File: src/canonical_huffman_codec_assert.svh
// Assertion shorthands for the canonical Huffman codec.
// Each expects clk and rst_n in scope.
`ifndef CANONICAL_HUFFMAN_CODEC_ASSERT_SVH
`define CANONICAL_HUFFMAN_CODEC_ASSERT_SVH

// Same-cycle implication
`define CHC_ASSERT_NOW(lbl, ante, cons) \
  lbl: assert property (@(posedge clk) disable iff (!rst_n) (ante) |-> (cons)) \
    else $error("canonical_huffman_codec: same-cycle check failed");

// Next-cycle implication
`define CHC_ASSERT_NEXT(lbl, ante, cons) \
  lbl: assert property (@(posedge clk) disable iff (!rst_n) (ante) |=> (cons)) \
    else $error("canonical_huffman_codec: next-cycle check failed");

`endif

File: src/chc_pkg.sv
`timescale 1ns / 1ps
`default_nettype none
package chc_pkg;

  // Field widths
  localparam int OPC_W  = 3;
  localparam int LEN_W  = 5;
  localparam int CNT_W  = 9;
  localparam int IDX_W  = 9;
  localparam int SYM_W  = 9;
  localparam int KIND_W = 3;
  localparam int CODE_W = 16;
  localparam int SIZE_W = 5;

  // Input opcodes
  localparam logic [OPC_W-1:0] OPC_LOAD_COUNT  = 3'd0;
  localparam logic [OPC_W-1:0] OPC_LOAD_SYMBOL = 3'd1;
  localparam logic [OPC_W-1:0] OPC_BUILD       = 3'd2;
  localparam logic [OPC_W-1:0] OPC_DECODE      = 3'd3;
  localparam logic [OPC_W-1:0] OPC_ENCODE      = 3'd4;

  // Result kinds
  localparam logic [KIND_W-1:0] KIND_SYMBOL  = 3'd0;
  localparam logic [KIND_W-1:0] KIND_INVALID = 3'd1;
  localparam logic [KIND_W-1:0] KIND_CODE    = 3'd2;
  localparam logic [KIND_W-1:0] KIND_NO_CODE = 3'd3;
  localparam logic [KIND_W-1:0] KIND_RANGE   = 3'd4;

  // Classified command passed from front to back
  typedef enum logic [2:0] {
    CMD_LOAD_COUNT,
    CMD_LOAD_SYMBOL,
    CMD_BUILD,
    CMD_DECODE,
    CMD_ENCODE,
    CMD_RANGE_ERR
  } cmd_op_t;

  typedef struct packed {
    cmd_op_t           op;
    logic [LEN_W-1:0]  code_length;
    logic [CNT_W-1:0]  length_count;
    logic [IDX_W-1:0]  table_index;
    logic [SYM_W-1:0]  symbol;
    logic              bit_in;
  } cmd_t;

  typedef struct packed {
    logic empty;
    logic full;
  } fifo_stat_t;

  typedef enum logic [2:0] {
    ST_INIT,
    ST_IDLE,
    ST_BCLR,
    ST_BLEN,
    ST_BCODE,
    ST_BWR,
    ST_DEC_RD,
    ST_ENC_RD
  } eng_state_t;

endpackage
`default_nettype wire

File: src/chc_front.sv
`timescale 1ns / 1ps
`default_nettype none
module chc_front #(
  parameter int SYMBOL_BITS     = 8,
  parameter int MAX_CODE_LENGTH = 16
) (
  input  logic [chc_pkg::OPC_W-1:0] opcode,
  input  logic [chc_pkg::LEN_W-1:0] code_length,
  input  logic [chc_pkg::CNT_W-1:0] length_count,
  input  logic [chc_pkg::IDX_W-1:0] table_index,
  input  logic [chc_pkg::SYM_W-1:0] symbol,
  input  logic                      bit_in,
  output logic                      keep,
  output chc_pkg::cmd_t             cmd
);
  import chc_pkg::*;

  localparam int NUM_SYMBOLS = (1 << SYMBOL_BITS) + 1;
  localparam int NUM_LENGTHS = MAX_CODE_LENGTH + 1;

  // Classify the item; range faults on loads are settled here
  always_comb begin
    cmd.code_length  = code_length;
    cmd.length_count = length_count;
    cmd.table_index  = table_index;
    cmd.symbol       = symbol;
    cmd.bit_in       = bit_in;
    cmd.op           = CMD_BUILD;
    keep             = 1'b1;
    unique case (opcode)
      OPC_LOAD_COUNT: begin
        cmd.op = (32'(code_length) >= 32'(NUM_LENGTHS)) ? CMD_RANGE_ERR : CMD_LOAD_COUNT;
      end
      OPC_LOAD_SYMBOL: begin
        cmd.op = (32'(table_index) >= 32'(NUM_SYMBOLS)) ? CMD_RANGE_ERR : CMD_LOAD_SYMBOL;
      end
      OPC_BUILD:  cmd.op = CMD_BUILD;
      OPC_DECODE: cmd.op = CMD_DECODE;
      OPC_ENCODE: cmd.op = CMD_ENCODE;
      // unused opcodes are taken and dropped
      default: keep = 1'b0;
    endcase
  end

endmodule
`default_nettype wire

File: config.mk
export PLATFORM = sky130hd
export DESIGN_NAME = chc_front
export DESIGN_NICKNAME = d
export VERILOG_FILES = /design/src/canonical_huffman_codec_assert.svh /design/src/chc_pkg.sv /design/src/chc_front.sv
export SDC_FILE = /design/constraint.sdc
export NUM_CORES = 1
export LEC_CHECK = 0
export BUFFER_PORTS_ARGS = -buffer_cell sky130_fd_sc_hd__clkbuf_2
export CAP_MARGIN = 15
export CORE_AREA = 2 2 39 41
export DETAILED_ROUTE_END_ITERATION = 8
export DIE_AREA = 0 0 41 43
export GPL_TIMING_DRIVEN = 0
export PLACE_DENSITY = 0.94
export REMOVE_ABC_BUFFERS = 1
export SLEW_MARGIN = 40
export SYNTH_ARGS = -nofsm -noshare
export SYNTH_HDL_FRONTEND = slang
export SYNTH_SLANG_ARGS = --single-unit
File: constraint.sdc
create_clock -name vclk -period 4.4
set_input_delay 0.88 -clock vclk [all_inputs]
set_output_delay 0.88 -clock vclk [all_outputs]
set_load 0.005 [all_outputs]
==> impl_metrics.tcl, run 1 <==
set metrics [dict create \
    dieArea_mm2 0.00176 \
    drv_slew 0 \
    ios 73 \
    layout_setup_ws_ps 1440 \
    mostFrequentLayoutCell "clkbuf_2" \
    rsz0062_at_grt "no" \
    vdd_drop_max_v 0.0000209 \
    grt_antenna_before_repair 0 \
    crit_type "in -> out" \
    endpoint "cmd[35]" \
    worst_slew_pin_slew_ps 239 \
    final_cell_mix "clkbuf_2 (35), nor4_1 (2)" \
    yosysSeqAreaShare_pct 0 \
    hold_path.class "in -> out" \
    p_leak_uw 0.000179 \
    port_buffers 35 \
    multi_input_area_um2 77.6 \
    yosysWarnings 0 \
    nFlopsAndLatches 0 \
    grt_max_degree 6 \
    syn_inst 45 \
    crit_start "code_length[1]" \
    drv_cap 0 \
    fin_crit_ps 2960 \
    grt_usage_pct 11.5 \
    start_util_pct 23.8 \
    setup_viol 0 \
    grt_overflow 0 \
    top_layer_used "met3" \
    fin_cells 63 \
    vias 299 \
    max-slew-margin-rel_pct 83.9 \
    fin_area_um2 277 \
    num_rows 14 \
    dpl-instance-area_um2 277 \
    post-route-period-util_pct 67.2 \
    crit_arrival_ps 2080 \
    worstPathRequired_ps 3520 \
    endpoint_kind "primary output" \
    n_clock_buffer 0 \
    avgRoutedWirePerCell_um 16.5 \
    fill_cells 148 \
    drt-initial-drc-count 1 \
    netlist_area_um2 329 \
    hold_viol 0 \
    wl_met2_um 301 \
    dp_slack_ps 1430 \
    path_max_fanout 2 \
    fp.dieH_um 43 \
    seqCellArea_um2 0 \
    coreArea_mm2 0.00138 \
    drt_pass1_iterations 3 \
    grt_pass1_vias 249 \
    ctsHoldBuffers 0 \
    place_congestion 0.693 \
    drc 0 \
    synth_cell_types 12 \
    avgViaCountPerCell 4.75 \
    dp_cells 63 \
    fmax_mhz 338 \
    cts_resized 0 \
    setup_tns_ps 0 \
    diodes 0 \
    detail-route-antenna-nets 0 \
    grt_pass1_wl_mm 1.30 \
    cts_setup_buffers 0 \
    route.met3.wl_um 262 \
    cellPowerDensity_mw_per_mm2 89.4 \
    wl_met1_um 478 \
    nets 85 \
    layout-drive-gt1-share_pct 76.6 \
    totalWireLength_mm 1.04 \
    status "complete, no violations" \
    die-width_um 41 \
    critPathLaunchType "input port" \
    area_delta_synth_final_pct -16.0 \
    hold_slack_ps 1760 \
    syn_area_per_cell_um2 7.31 \
]
[per-layer routing]
layer	GRT usage (%)	vias up
met5	0	-
met1	18.0	121
met4	0	0
met3	9.95	0
li1	-	125
met2	12.2	53
[critical path, cell delays in order]
cell and delay, ps:
clkbuf_2 90, or4_1 500, and4_1 210, a221o_1 260, clkbuf_2 120
[synth_stat cells]
master    count  area share, %
a221o_1       1            3.0
o21ai_0       1            1.5
nor2_1        1            1.1
or4_1         1            2.3
nand2_1       1            1.1
buf_4        33             75
a21o_2        1            2.7
a21o_1        1            2.3
nor4bb_1      1            3.0
inv_1         1            1.1
nor4_1        2            3.8
and4_1        1            2.7
[report_power, final]
group	switching (uW)	internal [uW]
Combinational	11.0	13.7
Sequential	0	0
Clock	0	0
Total	11.0	13.7
[per-stage QoR]
step	power [uW]	util (%)
after floorplan	4.17	-
after global placement	24.8	20.0
after detailed placement	25.2	20.0
after CTS	25.4	20.0
after global routing	28.0	20.0
final	24.7	20.0
[cell families (layout without fill, tap and decap cells)]
logic type | after synthesis | in the layout | synth area share, %
compound gates | 4 | 4 | 9.51
buf+inv | 34 | 36 | 76.4
simple gates | 7 | 7 | 14.1
[worst min-delay path by stage]
stage,startpoint,end,slack [ps],cells past startpoint
after floorplan,bit_in,cmd[0],1760,0
after global placement,bit_in,cmd[0],1760,0
after detailed placement,bit_in,cmd[0],1760,0
after CTS,bit_in,cmd[0],1760,0
after global routing,bit_in,cmd[0],1760,0
final,bit_in,cmd[0],1760,0
[layout make-up]
| class | instances | share of cell area [%] |
|---|---|---|
| timing repair buffer | 35 | 63.3 |
| multi-input combinational | 11 | 28.1 |
| tap | 16 | 7.24 |
| inverter | 1 | 1.36 |
(Power assumes the default switching activity.)
==> inputs of run 2 (changes only) <==
CORE_AREA = unset   (was 2 2 39 41)
CORE_MARGIN = 1   (was unset)
CORE_UTILIZATION = 22   (was unset)
DIE_AREA = unset   (was 0 0 41 43)
PLACE_DENSITY = 0.89   (was 0.94)
clock period = 2.4 ns   (was 4.4 ns; I/O delays follow)
==> run 2 against run 1 <==
- non-clock buffer count is the same
- die area shrank 6.2%
- routed wire length shrank 8.4%
- sequential share of layout area is the same
- worst hold slack lost 800 ps
- via count shrank 0.33%
- clock-buffer cell count is the same
- worst setup slack lost 1200 ps
- critical path type unchanged
- critical endpoint unchanged
- largest power group unchanged
==> impl_metrics.tcl, run 2 (synthesized netlist as in run 1, its figures left out) <==
set metrics [dict create \
    status "complete, no violations" \
    start_util_pct 24.4 \
    vdd_drop_max_v 0.0000375 \
    dpl-instance-area_um2 275 \
    cellPowerDensity_mw_per_mm2 159 \
    n_clock_buffer 0 \
    worstPathRequired_ps 1920 \
    p_switching_uw 18.7 \
    worst_hold_path.endpoint "cmd[0]" \
    nets 85 \
    crit_family "simple AND/OR/NAND/NOR gates" \
    post-route-period-util_pct 89.9 \
    rsz0062_at_grt "no" \
    max-slew-margin-rel_pct 83.0 \
    power.internal_uw 25.1 \
    dp_cells 62 \
    cts_setup_buffers 0 \
    grt_pass1_vias 291 \
    num_rows 13 \
    hold-path-cell-count 0 \
    cpMostUsedCell "clkbuf_2" \
    layout-drive-gt1-share_pct 76.6 \
    drc 0 \
    critical-path-slowest-cell "or4_1" \
    seqCellArea_um2 0 \
    place_hpwl_um 881 \
    drv_cap 0 \
    fmax_mhz 463 \
    drv_slew 0 \
    fin_cells 62 \
    endpoint_kind "primary output" \
    swShare_pct 42.7 \
    path_max_fanout 2 \
    die-width_um 40.7 \
    hold_path.class "in -> out" \
    coreArea_mm2 0.00135 \
    p_leak_uw 0.000179 \
    final_util_pct 20.4 \
    setup_viol 0 \
    nFlopsAndLatches 0 \
    grt_usage_pct 12.6 \
    hold_viol 0 \
    drt-initial-drc-count 4 \
    totalWireLength_um 954 \
    fp.dieH_um 40.7 \
    grt_pass1_wl_mm 1.32 \
    ios 73 \
    critPathLaunchType "input port" \
    grt_overflow 0 \
    worst_slew_pin_slew_ps 251 \
    grt_max_degree 6 \
    avgViaCountPerCell 4.81 \
    port_buffers 35 \
    drt_pass1_iterations 4 \
    avgRoutedWirePerCell_um 15.4 \
    worstHoldStart "bit_in" \
    setup_tns_ps 0 \
    ctsHoldBuffers 0 \
    fin_area_um2 275 \
    timing.critical_path.cells "clkbuf_2 -> or4_1 -> and4_1 -> a221o_1 -> clkbuf_2" \
    dieArea_mm2 0.00165 \
    crit_arrival_ps 1680 \
    slowest_delay_ps 510 \
    clkPwrFrac_pct 0 \
    cts_resized 0 \
    mostFrequentLayoutCell "clkbuf_2" \
    grt_antenna_before_repair 0 \
    crit_type "in -> out" \
    vias 298 \
    final_cell_mix "clkbuf_2 (35), nor4_1 (2)" \
    place_congestion 0.694 \
    combPwrFrac_pct 100.0 \
    seqPwrFrac_pct 0 \
    cp_num_buf_inv 2 \
    detail-route-antenna-nets 0 \
    diodes 0 \
    fin_crit_ps 2160 \
    finalPower_uw 43.7 \
    area_delta_synth_final_pct -16.3 \
]
run 2: layout make-up:
cell class,count,area [um^2]
inverter,1,3.75
multi-input combinational,11,77.6
timing repair buffer,35,175
tap,15,18.8
fill,158,1070
run 2: power groups by stage:
stage | sequential, uW | clock, uW | combinational (uW)
after floorplan | 0 | 0 | 7.64
after global placement | 0 | 0 | 43.6
after detailed placement | 0 | 0 | 44.6
after CTS | 0 | 0 | 44.8
after global routing | 0 | 0 | 50.7
final | 0 | 0 | 43.7
run 2: routing by layer:
| metal | global-route usage, % | up-vias | share of wire, % |
|---|---|---|---|
| li1 | - | 124 | - |
| met4 | 0 | 0 | 0 |
| met5 | 4.17 | - | 0 |
| met3 | 10.9 | 0 | 22 |
| met1 | 14.4 | 125 | 42 |
| met2 | 18.3 | 49 | 36 |
run 2: worst max-delay path by stage:
stage / to / cells past startpoint / from
finish: cmd[35] / 5 / code_length[1]
floorplan: cmd[35] / 3 / code_length[1]
global route: cmd[35] / 5 / code_length[1]
global placement: cmd[35] / 5 / code_length[1]
CTS: cmd[35] / 5 / code_length[1]
detailed placement: cmd[35] / 5 / code_length[1]
run 2: per-stage QoR:
stage / worst slack, ps / hold slack (ps)
final: 242 / 960
after global routing: 171 / 960
after CTS: 229 / 960
after detailed placement: 229 / 960
after global placement: 268 / 960
after floorplan: 477 / 960
==> inputs of run 3 (changes only) <==
REMOVE_ABC_BUFFERS = unset   (was 1)
==> run 3 against run 2 <==
- worst setup slack better by 34 ps
- global-route usage is 3.7 points lower
- core utilization is 25 points higher
- via count is 56% higher
- first-iteration DRC count is 75% lower
- worst hold slack better by 170 ps
- cell count is 84% higher
- combinational power is 130% higher
- flip-flop and latch count stayed put
- maximum frequency is 1.6% higher
- non-clock buffer count is 52 higher
==> impl_metrics.tcl, run 3 (synthesized netlist as in run 1, its figures left out) <==
set metrics [dict create \
    drv_cap 0 \
    multi_input_area_um2 77.6 \
    start_util_pct 24.4 \
    top_layer_used "met3" \
    p_switching_uw 32.3 \
    swShare_pct 32.0 \
    hold_path.class "in -> out" \
    place_congestion 0.710 \
    p_leak_uw 0.000416 \
    dp_cells 114 \
    seqCellArea_um2 0 \
    grt_overflow 0 \
    setup_tns_ps 0 \
    port_buffers 54 \
    max-slew-margin-rel_pct 84.4 \
    grt_pass1_vias 299 \
    ctsHoldBuffers 0 \
    avgViaCountPerCell 4.07 \
    diodes 0 \
    grt_pass1_wl_mm 1.04 \
    rsz0062_at_grt "no" \
    detail-route-antenna-nets 0 \
    num_rows 13 \
    vdd_drop_max_v 0.0000753 \
    totalWireLength_um 859 \
    route.met3.wl_um 131 \
    power.internal_uw 68.6 \
    critPathLaunchType "input port" \
    clkPwrFrac_pct 0 \
    n_clock_buffer 0 \
    grt_usage_pct 8.86 \
    fin_cells 114 \
    ios 73 \
    layout-drive-gt1-share_pct 88.9 \
    combPwrFrac_pct 100.0 \
    nets 137 \
    drt-initial-drc-count 1 \
    path_max_fanout 2 \
    cellPowerDensity_mw_per_mm2 163 \
    fmax_mhz 471 \
    mostFrequentLayoutCell "clkbuf_2" \
    crit_type "in -> out" \
    final_util_pct 45.8 \
    fp.dieH_um 40.7 \
    place_hpwl_um 821 \
    dieArea_mm2 0.00165 \
    worst_slew_pin_slew_ps 231 \
    wl_met2_um 447 \
    post-route-period-util_pct 88.5 \
    cts_resized 0 \
    vias 464 \
    worstPathRequired_ps 1920 \
    syn-num-nets 81 \
    drt_pass1_iterations 2 \
    crit_arrival_ps 1640 \
    fill_cells 136 \
    wl_met1_um 280 \
    final_cell_mix "clkbuf_2 (54), buf_4 (33), nor4_1 (2)" \
    drc 0 \
    die-width_um 40.7 \
    grt_max_degree 6 \
    area_delta_synth_final_pct 87.8 \
    hold_slack_ps 1130 \
    seqPwrFrac_pct 0 \
    avgRoutedWirePerCell_um 7.54 \
    coreArea_mm2 0.00135 \
    grt_antenna_before_repair 0 \
    hold_viol 0 \
    cts_setup_buffers 0 \
    nFlopsAndLatches 0 \
    drv_slew 0 \
    fin_crit_ps 2120 \
    status "complete, no violations" \
    endpoint_kind "primary output" \
    finalPower_uw 101 \
    setup_viol 0 \
]
-- run 3: cell count changes in the layout (fill, tap and decap cells not counted) --
| cell | before | now |
|---|---|---|
| buf_4 | 0 | 33 |
| clkbuf_2 | 35 | 54 |
-- run 3: path summary, 6_finish.rpt --
path / to / cells after the start / from
setup / recovery: cmd[35] / 5 / code_length[1]
hold / removal: cmd[5] / 2 / symbol[4]
-- run 3: power by group through the flow --
stage	sequential (uW)	clock (uW)	combinational (uW)
global placement	0	0	100
finish	0	0	101
detailed placement	0	0	102
global route	0	0	113
CTS	0	0	102
floorplan	0	0	52.2
-- run 3: metrics by stage --
step                      worst slack (ps)  cell area [um^2]
after floorplan                        477               329
after global placement                 281               618
after detailed placement               282               618
after CTS                              271               618
after global routing                   225               618
final                                  276               618
-- run 3: cell type report --
class	instances	share of cell area, %
repair buffers	54	43.7
plain buffers	33	40.1
inverters	1	0.607
well taps	15	3.04
multi-input cells	11	12.6
-- run 3: metal layers --
metal	vias to the layer above	GRT usage, %
met5	-	0
met4	0	0
met3	0	0
met2	46	21.4
met1	191	8.01
li1	227	-
-- run 3: worst max-delay path, stage by stage --
cell	delay (ps)
clkbuf_2	90
or4_1	490
and4_1	210
a221o_1	260
clkbuf_2	110
