<file path="config.mk">
export PLATFORM = sky130hd
export DESIGN_NAME = chc_queue
export DESIGN_NICKNAME = d
export VERILOG_FILES = /design/src/canonical_huffman_codec_assert.svh /design/src/chc_pkg.sv /design/src/chc_queue.sv
export SDC_FILE = /design/constraint.sdc
export NUM_CORES = 1
export LEC_CHECK = 0
export BUFFER_PORTS_ARGS = -buffer_cell sky130_fd_sc_hd__buf_2
export CAP_MARGIN = 40
export CORE_MARGIN = 2
export CORE_UTILIZATION = 47
export DETAILED_ROUTE_END_ITERATION = 8
export PLACE_DENSITY = 0.75
export SLEW_MARGIN = 20
export SYNTH_ARGS = -nofsm -noshare
export SYNTH_HDL_FRONTEND = slang
export SYNTH_SLANG_ARGS = --single-unit
</file>
<file path="constraint.sdc">
create_clock -name clk -period 2.2 [get_ports clk]
set_input_delay 0.11 -clock clk [delete_from_list [all_inputs] [get_ports clk]]
set_output_delay 0.11 -clock clk [all_outputs]
set_load 0.005 [all_outputs]
</file>
<file path="src/canonical_huffman_codec_assert.svh">
// Assertion shorthands for the canonical Huffman codec.
// Each expects clk and rst_n in scope.
`ifndef CANONICAL_HUFFMAN_CODEC_ASSERT_SVH
`define CANONICAL_HUFFMAN_CODEC_ASSERT_SVH

// Same-cycle implication
`define CHC_ASSERT_NOW(lbl, ante, cons) \
  lbl: assert property (@(posedge clk) disable iff (!rst_n) (ante) |-> (cons)) \
    else $error("canonical_huffman_codec: same-cycle check failed");

// Next-cycle implication
`define CHC_ASSERT_NEXT(lbl, ante, cons) \
  lbl: assert property (@(posedge clk) disable iff (!rst_n) (ante) |=> (cons)) \
    else $error("canonical_huffman_codec: next-cycle check failed");

`endif

</file>
<file path="src/chc_pkg.sv">
`timescale 1ns / 1ps
`default_nettype none
package chc_pkg;

  // Field widths
  localparam int OPC_W  = 3;
  localparam int LEN_W  = 5;
  localparam int CNT_W  = 9;
  localparam int IDX_W  = 9;
  localparam int SYM_W  = 9;
  localparam int KIND_W = 3;
  localparam int CODE_W = 16;
  localparam int SIZE_W = 5;

  // Input opcodes
  localparam logic [OPC_W-1:0] OPC_LOAD_COUNT  = 3'd0;
  localparam logic [OPC_W-1:0] OPC_LOAD_SYMBOL = 3'd1;
  localparam logic [OPC_W-1:0] OPC_BUILD       = 3'd2;
  localparam logic [OPC_W-1:0] OPC_DECODE      = 3'd3;
  localparam logic [OPC_W-1:0] OPC_ENCODE      = 3'd4;

  // Result kinds
  localparam logic [KIND_W-1:0] KIND_SYMBOL  = 3'd0;
  localparam logic [KIND_W-1:0] KIND_INVALID = 3'd1;
  localparam logic [KIND_W-1:0] KIND_CODE    = 3'd2;
  localparam logic [KIND_W-1:0] KIND_NO_CODE = 3'd3;
  localparam logic [KIND_W-1:0] KIND_RANGE   = 3'd4;

  // Classified command passed from front to back
  typedef enum logic [2:0] {
    CMD_LOAD_COUNT,
    CMD_LOAD_SYMBOL,
    CMD_BUILD,
    CMD_DECODE,
    CMD_ENCODE,
    CMD_RANGE_ERR
  } cmd_op_t;

  typedef struct packed {
    cmd_op_t           op;
    logic [LEN_W-1:0]  code_length;
    logic [CNT_W-1:0]  length_count;
    logic [IDX_W-1:0]  table_index;
    logic [SYM_W-1:0]  symbol;
    logic              bit_in;
  } cmd_t;

  typedef struct packed {
    logic empty;
    logic full;
  } fifo_stat_t;

  typedef enum logic [2:0] {
    ST_INIT,
    ST_IDLE,
    ST_BCLR,
    ST_BLEN,
    ST_BCODE,
    ST_BWR,
    ST_DEC_RD,
    ST_ENC_RD
  } eng_state_t;

endpackage
`default_nettype wire

</file>
<file path="src/chc_queue.sv">
`timescale 1ns / 1ps
`default_nettype none
module chc_queue (
  input  logic                clk,
  input  logic                rst_n,
  input  logic                push,
  input  chc_pkg::cmd_t       push_data,
  input  logic                pop,
  output chc_pkg::cmd_t       head,
  output chc_pkg::fifo_stat_t stat
);
  import chc_pkg::*;

  cmd_t       mem_r [2];
  logic       wr_ptr_r;
  logic       rd_ptr_r;
  logic [1:0] cnt_r;

  // Two-entry queue between front and back
  always_ff @(posedge clk) begin
    if (!rst_n) begin
      wr_ptr_r <= 1'b0;
      rd_ptr_r <= 1'b0;
      cnt_r    <= 2'd0;
    end else begin
      if (push) wr_ptr_r <= ~wr_ptr_r;
      if (pop)  rd_ptr_r <= ~rd_ptr_r;
      cnt_r <= cnt_r + {1'b0, push} - {1'b0, pop};
    end
  end

  always_ff @(posedge clk) begin
    if (push) mem_r[wr_ptr_r] <= push_data;
  end

  assign head       = mem_r[rd_ptr_r];
  assign stat.empty = (cnt_r == 2'd0);
  assign stat.full  = (cnt_r == 2'd2);

endmodule
`default_nettype wire

</file>
==> results of run 1 <==
[power by group]
part           switching, mW  internal [mW]
logic                  0.160          0.263
clock network          0.455          0.402
registers             0.0294           1.69
[flip-flops by register name (all words and copies together) (netlist names), named ones only]
name and cells:
cnt_r 2, mem_r 72, rd_ptr_r 1, wr_ptr_r 1
[stage by stage]
stage | area [um2] | std cells
2_1_floorplan | 2980 | 133
6_report | 3970 | 337
3_3_place_gp | 3450 | 285
5_1_grt | 3970 | 337
3_5_place_dp | 3450 | 285
4_1_cts | 3970 | 337
[synth_stat cells, drive strengths merged]
cell type,n
edfxtp,72
mux2,36
dfxtp,5
and2,4
buf,4
nor2b,4
ha,2
inv,2
nor2,1
o21a,1
xnor3,1
xor2,1
[final cells by class]
| cell class | instances | share of cell area |
|---|---|---|
| inverter | 2 | 0.00189 |
| sequential | 77 | 0.570 |
| clock buffer | 11 | 0.0331 |
| clock inverter | 5 | 0.00694 |
| timing repair buffer | 117 | 0.202 |
| multi-input combinational | 50 | 0.162 |
| tap | 75 | 0.0236 |
[cell families after synthesis]
family          after synthesis
flops                        77
mux                          36
simple gates                  9
buf+inv                       6
xor+xnor                      2
fa+ha+maj                     2
compound gates                1
[metal layers]
metal / routed length (um) / track usage / share of wire / vias to the layer above
met5: 0 / 0 / 0 / -
met4: 142 / 0.0762 / 0.029 / 0
met3: 227 / 0.0317 / 0.046 / 12
met2: 2550 / 0.253 / 0.52 / 57
met1: 2000 / 0.168 / 0.41 / 732
li1: - / - / - / 759
[worst paths after layout]
path / from / end / cells after the start
min reg2reg: rd_ptr_r$_SDFFE_PN0P_ / register / 2
max: register / head[2] / 3
min: rst_n / wr_ptr_r$_SDFFE_PN0P_ / 2
max reg2reg: wr_ptr_r$_SDFFE_PN0P_ / mem_r[1][33]$_DFFE_PP_ / 2
[timing repair]
| action | CTS | global route |
|---|---|---|
| hold buffers | 36 | 0 |
| setup buffers | 0 | 0 |
| hold endpoints to repair | 72 | 0 |
| endpoints found under the setup margin | 0 | 0 |
==> impl_results.md, run 1 <==
* FF+latch area at 0.00226 mm2
* Vias in the first global route at 1681
* Flop2flop setup slack at 0.81 ns
* Routed wire length per instance at 14.6 um
* Post-DP HPWL at 3010 um
* Period utilization at 0.750
* RSZ-0062 raised after global routing: no
* DRT iter0 DRCs at 69
* Layout area overhead at 33.3%
* Arr. time, crit path at 1.54 ns
* Xor and xnor area share after synthesis at 0.0105
* Clk slew on worst S/H paths at 0.07 ns
* Die area at 0.00699 mm2
* Post-CTS sizing at 0
* Root buf cell: clkbuf_8
* Syn Nets at 175
* Maximum clock rate at 606 MHz
* Commonest non-fill, non-tap cells in the layout: 77 x buf_2, 72 x edfxtp_1, 36 x dlygate4sd3_1, 30 x mux2_4, 9 x clkbuf_8
* CTS tree: yes
* P_leak at 1.60 nW
* Yosys cell types at 14
* Die extent in y at 83.6 um
* Worst-case vdd ir drop at 0.000542 V
* Min cycle time layout at 1.65 ns
* DRT Pass-1 Iters at 4
* Max clock buf depth at 2
* Worst Tran Pin Value at 0.377 ns
* WP buf/inv at 2
* Critical path peak fanout at 31
* Top cell type's share of synthesized area at 0.726
* Via count at 1560
* Post-route worst setup slack at 0.550 ns
* Post-Synthesis Cell Area at 0.00298 mm2
* Final Slew Violations at 0
* Clock skew at 0.00528 ns
* Pre-CTS setup slack at 0.797 ns
* Final setup viols at 0
* Filler cell count at 428
* H-tree levels at 3
* Crit path max-delay cell type: dfxtp_2
* First-pass GRT wire length at 7770 um
* Synth Area in Simple Gates at 0.0181
* Worst path max stage delay at 0.44 ns
* Max Cap Viol at 0
* Cell family with most CP delay: flip-flops
* Commonest non-fill, non-tap cell in the layout: buf_2
* Final Util at 0.659
* Clk Latency, worst-skew pair at 0.33 ns
* Mux contribution to synthesized area at 0.174
* Rows at 28
* Avg Cell Area, Syn at 22.4 um2
* Die width at 83.6 um
* Remaining Overflow, GRT at 0
* Largest cells by area after synthesis: edfxtp_1 73%, mux2_4 15%, dfxtp_1 3.4%
* Gr usage total at 0.146
* Initial Util at 0.494
* Detail Route Antenna Nets at 0
* Rel. slew slack at 0.748
* Clock sinks at 77
* Status: complete, no violations
* Hold Path Class: in -> reg
* WL final at 4920 um
* Setup CP Type: reg -> out
* Multi-input logic area at 644 um2
* Startpoint Class: register
* Leading area contributor after synthesis: edfxtp_1
* Core area at 0.00603 mm2
* Synth Register Bits at 77
* Total power at 3.00 mW
* IO buf count at 77
* Vias per cell at 4.63
* Final nets at 299
* Area fraction in compound gates after synthesis at 0.00252
* Power density cells at 756 mW/mm2
* Layout cells sized above 1 at 0.511
* Synth warn at 0
* Adder-cell share of the synthesized area at 0.00841
* Worst path cell trace: buf_12, mux2_2, buf_2
* Critical path required time at 2.09 ns
* Pin count of the biggest net entering global routing at 32
* Final hold viol count at 0
* RePlAce Congestion at 0.683
* CP Capture Type: output port
* Inserted Diodes at 0
* Sum Neg Setup Slack at 0 ns
* Num ports at 78
* DRC viols at 0
* Total CTS buffers at 9
* Post-Syn Instances at 133
* Initial antenna violation count at 0
* Largest family of logic cells by synthesized area: multiplexers
* Worst hold slack at 0.0332 ns
* Post-synthesis sequential area ratio at 0.760
Power figures use the tool's default switching activity.
==> run 2: changes to the inputs <==
==> constraint.sdc (replaced) <==
create_clock -name clk -period 1.5 [get_ports clk]
set_input_delay 0.075 -clock clk [delete_from_list [all_inputs] [get_ports clk]]
set_output_delay 0.075 -clock clk [all_outputs]
set_load 0.005 [all_outputs]
==> run 2 against run 1 <==
Against the previous run:
- via count is 1.5% higher
- first-iteration DRC count is 12% lower
- critical endpoint is now head[1]
- sequential power is 47% higher
- total power is 61% higher
- cell count is 1.2% higher
- largest cell class unchanged
- flip-flop and latch count stayed put
- global-route usage is 0.75 points higher
- combinational power is 56% higher
- sequential share of layout area is 1.8 points lower
- die area stayed put
- highest routed layer unchanged
- core utilization is 2.2 points higher
- clock skew is 0.00094 ns lower
==> impl_results.md, run 2 (synthesis gave the netlist of run 1 again) <==
* Status: complete, no violations (unchanged)
* CP Capture Type: output port (unchanged)
* Total power at 4.83 mW (was 3.00 mW)
* RePlAce Congestion at 0.664 (was 0.683)
* Final hold viol count at 0 (unchanged)
* Setup CP Type: reg -> out (unchanged)
* DRT iter0 DRCs at 61 (was 69)
* Clk Latency, worst-skew pair at 0.33 ns (about the same)
* Via count at 1583 (was 1560)
* WP buf/inv at 2 (unchanged)
* Period utilization at 0.963
* RSZ-0062 raised after global routing: no (unchanged)
* Pin count of the biggest net entering global routing at 24 (was 32)
* Biggest regs: mem_r: 72 flops, cnt_r: 2 flops (unchanged)
* Worst Tran Pin Value at 0.300 ns (was 0.377 ns)
* Clk slew on worst S/H paths at 0.07 ns (about the same)
* Commonest non-fill, non-tap cells in the layout: 77 x buf_2, 72 x edfxtp_1, 37 x dlygate4sd3_1, 34 x mux2_4, 9 x clkbuf_8 (was 77 x buf_2, 72 x edfxtp_1, 36 x dlygate4sd3_1, 30 x mux2_4, 9 x clkbuf_8)
* Clock sinks at 77 (unchanged)
* Crit path max-delay cell type: dfxtp_4 (was dfxtp_2)
* Worst-case vdd ir drop at 0.00109 V (was 0.000542 V)
* Die extent in y at 83.6 um (unchanged)
* Startpoint Class: register (unchanged)
* DRC viols at 0 (unchanged)
* Max clock buf depth at 2 (unchanged)
* Routed wire length per instance at 15.0 um (was 14.6 um)
* Clock skew at 0.00433 ns (was 0.00528 ns)
* Final Slew Violations at 0 (unchanged)
* Arr. time, crit path at 1.37 ns (was 1.54 ns)
* Layout area overhead at 37.9% (was 33.3%)
* Worst path max stage delay at 0.41 ns (was 0.44 ns)
* Worst hold slack at 0.106 ns (was 0.0332 ns)
* Initial Util at 0.494 (unchanged)
* Sum Neg Setup Slack at 0 ns (unchanged)
* Vias in the first global route at 1698 (was 1681)
* First-pass GRT wire length at 8020 um (was 7770 um)
* Root buf cell: clkbuf_8 (unchanged)
* Die area at 0.00699 mm2 (unchanged)
* Critical path peak fanout at 12 (was 31)
* Min cycle time layout at 1.44 ns
* Gr usage total at 0.153 (was 0.146)
* P_leak at 1.67 nW (was 1.60 nW)
* Num ports at 78 (unchanged)
* Inserted Diodes at 0 (unchanged)
* Max FFs per register at 72 (unchanged)
* Remaining Overflow, GRT at 0 (unchanged)
* CTS tree: yes (unchanged)
* Final nets at 303 (was 299)
* Power density cells at 1180 mW/mm2 (was 756 mW/mm2)
* Hold Path Class: in -> reg (unchanged)
* H-tree levels at 3 (unchanged)
* Worst path cell trace: buf_12, mux2_2, buf_2 (unchanged)
* Initial antenna violation count at 0 (unchanged)
* Die width at 83.6 um (unchanged)
* Vias per cell at 4.64 (was 4.63)
* Layout cells sized above 1 at 0.519 (was 0.511)
* WL final at 5110 um (was 4920 um)
* Core area at 0.00603 mm2 (unchanged)
* DRT Pass-1 Iters at 4 (unchanged)
* Maximum clock rate at 692 MHz
* Setup Fix Bufs, Post-CTS at 0 (unchanged)
* Largest Register: mem_r (unchanged)
* Max Cap Viol at 0 (unchanged)
* Final setup viols at 0 (unchanged)
* Rel. slew slack at 0.800 (was 0.748)
* Commonest non-fill, non-tap cell in the layout: buf_2 (unchanged)
* Rows at 28 (unchanged)
* Total CTS buffers at 9 (unchanged)
* Critical path required time at 1.42 ns (was 2.09 ns)
* Cell family with most CP delay: flip-flops (unchanged)
* Detail Route Antenna Nets at 0 (unchanged)
* Post-DP HPWL at 3080 um (was 3010 um)
* IO buf count at 77 (unchanged)
-- run 2: changes by cell type in the layout (fill, tap and decap cells not counted) --
cell,before,now
clkinv_2,4,2
buf_12,2,3
bufinv_16,0,2
clkinv_1,0,1
clkinv_4,0,1
buf_4,2,3
dfxtp_2,1,0
mux2_2,6,2
dlygate4sd3_1,36,37
mux2_4,30,34
dfxtp_4,0,1
clkbuf_1,2,0
clkbuf_16,0,1
-- run 2: worst paths after layout --
path,start,end,slack (ns),depth (start not counted)
hold reg to reg,rd_ptr_r$_SDFFE_PN0P_,register,0.60,2
hold / removal,push,wr_ptr_r$_SDFFE_PN0P_,0.11,3
setup reg to reg,cnt_r[0]$_SDFF_PN0_,cnt_r[1]$_SDFF_PN0_,0.26,6
setup / recovery,register,head[1],0.06,3
-- run 2: final cells by class --
class	instances	area [um2]
Tap cell	75	93.8
Clock inverter	7	90.1
Clock buffer	9	124
Timing Repair Buffer	121	863
Multi-Input combinational cell	50	659
Sequential cell	77	2270
Fill cell	428	1920
Inverter	2	7.51
-- run 2: repair_timing --
item / CTS / global route
endpoints found under the hold margin: 77 / 0
gates cloned: 0 / 1
pin swaps: 0 / 0
resized for setup: 3 / 5
endpoints found under the setup margin: 7 / 3
hold buffers: 37 / 0
-- run 2: power by group --
part           switching, mW  leakage [nW]  internal (mW)
clock network          0.722         0.107          0.928
logic                  0.244         0.845          0.416
registers             0.0438         0.718           2.48
-- run 2: through the flow --
| step | std cells | util | cell area (um2) | setup slack, ns |
|---|---|---|---|---|
| floorplan | 133 | - | 2990 | 0.202 |
| global placement | 287 | 0.575 | 3460 | 0.328 |
| detailed placement | 287 | 0.575 | 3460 | 0.252 |
| CTS | 340 | 0.674 | 4060 | 0.00103 |
| global route | 341 | 0.681 | 4100 | 0.00259 |
| finish | 341 | 0.681 | 4100 | 0.0559 |
-- run 2: routing by layer --
metal | GRT usage | wire length, um | vias up
met1 | 0.159 | 2080 | 758
met4 | 0.0924 | 120 | 0
met5 | 0 | 0 | -
li1 | - | - | 767
met3 | 0.0326 | 200 | 10
met2 | 0.280 | 2700 | 48
-- run 2: worst min-delay path: stages --
cell	delay [ns]
buf_2	0.12
nor2b_1	0.05
o21a_1	0.16
==> run 3: changes to the inputs <==
--- a/config.mk
+++ b/config.mk
@@ -10,6 +10,7 @@
 export CORE_MARGIN = 2
 export CORE_UTILIZATION = 47
 export DETAILED_ROUTE_END_ITERATION = 8
+export HOLD_SLACK_MARGIN = 0.15
 export PLACE_DENSITY = 0.75
 export SLEW_MARGIN = 20
 export SYNTH_ARGS = -nofsm -noshare
==> run 3 against run 2 <==
Against the previous run:
- total power is 0.14% higher
- highest routed layer unchanged
- critical path depth is the same
- clock skew about the same
- largest power group unchanged
==> impl_results.md, run 3 (synthesis gave the netlist of run 1 again) <==
* Status: complete, no violations (unchanged)
* Clock sinks at 77 (unchanged)
* Maximum clock rate at 692 MHz (about the same)
* Final Slew Violations at 0 (unchanged)
* Clk Latency, worst-skew pair at 0.33 ns (about the same)
* Most crowded layer after global routing: met2 (unchanged)
* Die extent in y at 83.6 um (unchanged)
* Worst path max stage delay at 0.41 ns (about the same)
* Gr usage total at 0.154 (was 0.153)
* Largest Register: mem_r (unchanged)
* Met3 Resource Use GR at 0.0326 (unchanged)
* Layout cells sized above 1 at 0.517 (was 0.519)
* CP Capture Type: output port (unchanged)
* Final nets at 306 (was 303)
* Inserted Diodes at 0 (unchanged)
* R2R depth at 4 (was 6)
* Crit path max-delay cell type: dfxtp_4 (unchanged)
* Layout area overhead at 38.9% (was 37.9%)
* Min cycle time layout at 1.44 ns (about the same)
* Total CTS buffers at 9 (unchanged)
* Arr. time, crit path at 1.37 ns (about the same)
* Flop2flop setup slack at 0.10 ns (was 0.26 ns)
* Worst-case vdd ir drop at 0.00109 V (about the same)
* Die area at 0.00699 mm2 (unchanged)
* WL final at 5140 um (was 5110 um)
* DRT Pass-1 Iters at 4 (unchanged)
* Die width at 83.6 um (unchanged)
* Critical path required time at 1.42 ns (about the same)
* Clk slew on worst S/H paths at 0.08 ns (was 0.07 ns)
* Pin count of the biggest net entering global routing at 24 (unchanged)
* Vias in the first global route at 1718 (was 1698)
* Clock skew at 0.00429 ns (was 0.00433 ns)
* Period utilization at 0.963 (about the same)
* Routed wire length per instance at 15.0 um (about the same)
* First-pass GRT wire length at 8090 um (was 8020 um)
* Initial antenna violation count at 0 (unchanged)
* Reg2Reg Launch Point: wr_ptr_r$_SDFFE_PN0P_ (was cnt_r[0]$_SDFF_PN0_)
* Core area at 0.00603 mm2 (unchanged)
* P_leak at 1.68 nW (was 1.67 nW)
* Hold Path Class: in -> reg (unchanged)
* Placed Area at 0.00346 mm2 (unchanged)
* HP Start: push (unchanged)
* IO buf count at 77 (unchanged)
* Max clock buf depth at 2 (unchanged)
* Startpoint Class: register (unchanged)
* Detail Route Antenna Nets at 0 (unchanged)
* RePlAce Congestion at 0.664 (unchanged)
* Met1 Usage GRT at 0.160 (was 0.159)
* Post-DP HPWL at 3080 um (unchanged)
* Final setup viols at 0 (unchanged)
* Setup Fix Bufs, Post-CTS at 0 (unchanged)
* Max FFs per register at 72 (unchanged)
* Reg-to-Reg End: wr_ptr_r$_SDFFE_PN0P_ (was cnt_r[1]$_SDFF_PN0_)
* Worst Tran Pin Value at 0.302 ns (was 0.300 ns)
* Met2 Usage GRT at 0.283 (was 0.280)
* Commonest non-fill, non-tap cells in the layout: 77 x buf_2, 72 x edfxtp_1, 40 x dlygate4sd3_1, 33 x mux2_4, 9 x clkbuf_8 (was 77 x buf_2, 72 x edfxtp_1, 37 x dlygate4sd3_1, 34 x mux2_4, 9 x clkbuf_8)
* Vias per cell at 4.65 (was 4.64)
* Biggest regs: mem_r: 72 flops, cnt_r: 2 flops (unchanged)
* Critical path peak fanout at 12 (unchanged)
* Filler cell count at 420 (was 428)
* CTS tree: yes (unchanged)
* Root buf cell: clkbuf_8 (unchanged)
* Power density cells at 1170 mW/mm2 (was 1180 mW/mm2)
* Setup CP Type: reg -> out (unchanged)
* Rows at 28 (unchanged)
* Rel. slew slack at 0.799 (was 0.800)
* DP Cell Count at 287 (unchanged)
* Num ports at 78 (unchanged)
* Worst path cell trace: buf_12, mux2_2, buf_2 (unchanged)
* Via count at 1599 (was 1583)
* Commonest non-fill, non-tap cell in the layout: buf_2 (unchanged)
* Remaining Overflow, GRT at 0 (unchanged)
* DRT iter0 DRCs at 60 (was 61)
* Sum Neg Setup Slack at 0 ns (unchanged)
* WP buf/inv at 2 (unchanged)
* Max Cap Viol at 0 (unchanged)
* Hold Crit Depth at 3 (unchanged)
* Post-route insts no fill at 344 (was 341)
* Worst hold endpoint: mem_r[0][14]$_DFFE_PP_ (was wr_ptr_r$_SDFFE_PN0P_)
* Final hold viol count at 0 (unchanged)
* Cell family with most CP delay: flip-flops (unchanged)
* Final instance area at 0.00414 mm2 (was 0.00410 mm2)
* Initial Util at 0.494 (unchanged)
* DRC viols at 0 (unchanged)
* H-tree levels at 3 (unchanged)
## run 3: how the worst max path moves through the flow
stage / from / endpoint / slack [ns] / cells past startpoint
after floorplan: wr_ptr_r$_SDFFE_PN0P_ / mem_r[0][0]$_DFFE_PP_ / 0.20 / 1
after global placement: cnt_r[0]$_SDFF_PN0_ / cnt_r[1]$_SDFF_PN0_ / 0.33 / 6
after detailed placement: cnt_r[0]$_SDFF_PN0_ / cnt_r[1]$_SDFF_PN0_ / 0.25 / 6
after CTS: register / head[1] / 0.001 / 3
after global routing: register / head[3] / -0.003 / 3
final: register / head[1] / 0.06 / 3
## run 3: cell type report
type	count	area [um2]	share of cell area
sequential	77	2270	0.548
timing repair buffer	124	897	0.217
multi-input combinational	50	656	0.159
clock buffer	9	124	0.0300
tap	75	93.8	0.0227
clock inverter	7	90.1	0.0218
inverter	2	7.51	0.00182
## run 3: per-layer routing
| layer | wire length [um] | vias to the layer above | share of wire |
|---|---|---|---|
| li1 | - | 775 | - |
| met1 | 2060 | 766 | 0.40 |
| met2 | 2770 | 48 | 0.54 |
| met3 | 195 | 10 | 0.038 |
| met4 | 120 | 0 | 0.023 |
| met5 | 0 | - | 0 |
## run 3: per-stage QoR
stage	hold WS (ns)	power, mW	util	worst slack (ns)
after floorplan	0.174	2.92	-	0.202
after global placement	0.262	3.11	0.575	0.328
after detailed placement	0.266	3.13	0.575	0.252
after CTS	0.338	4.88	0.679	0.00103
after global routing	0.316	5.04	0.686	-0.00320
final	0.315	4.84	0.686	0.0559
## run 3: what timing repair did
item	in CTS	in global routing
endpoints found under the hold margin	77	0
cloned	0	1
setup endpoints to repair	7	4
hold buffers	40	0
resized for setup	3	6
## run 3: power by group
group	leakage (nW)	internal, mW	switching, mW
Combinational	0.856	0.421	0.245
Clock	0.107	0.928	0.722
Sequential	0.718	2.48	0.0442
## run 3: worst reg2reg max path: stages, from the launching register on
cell           delay, ns
dfxtp_2             0.36
nor2b_4             0.05
buf_6               0.15
o21a_1              0.19
dlygate4sd3_1       0.55
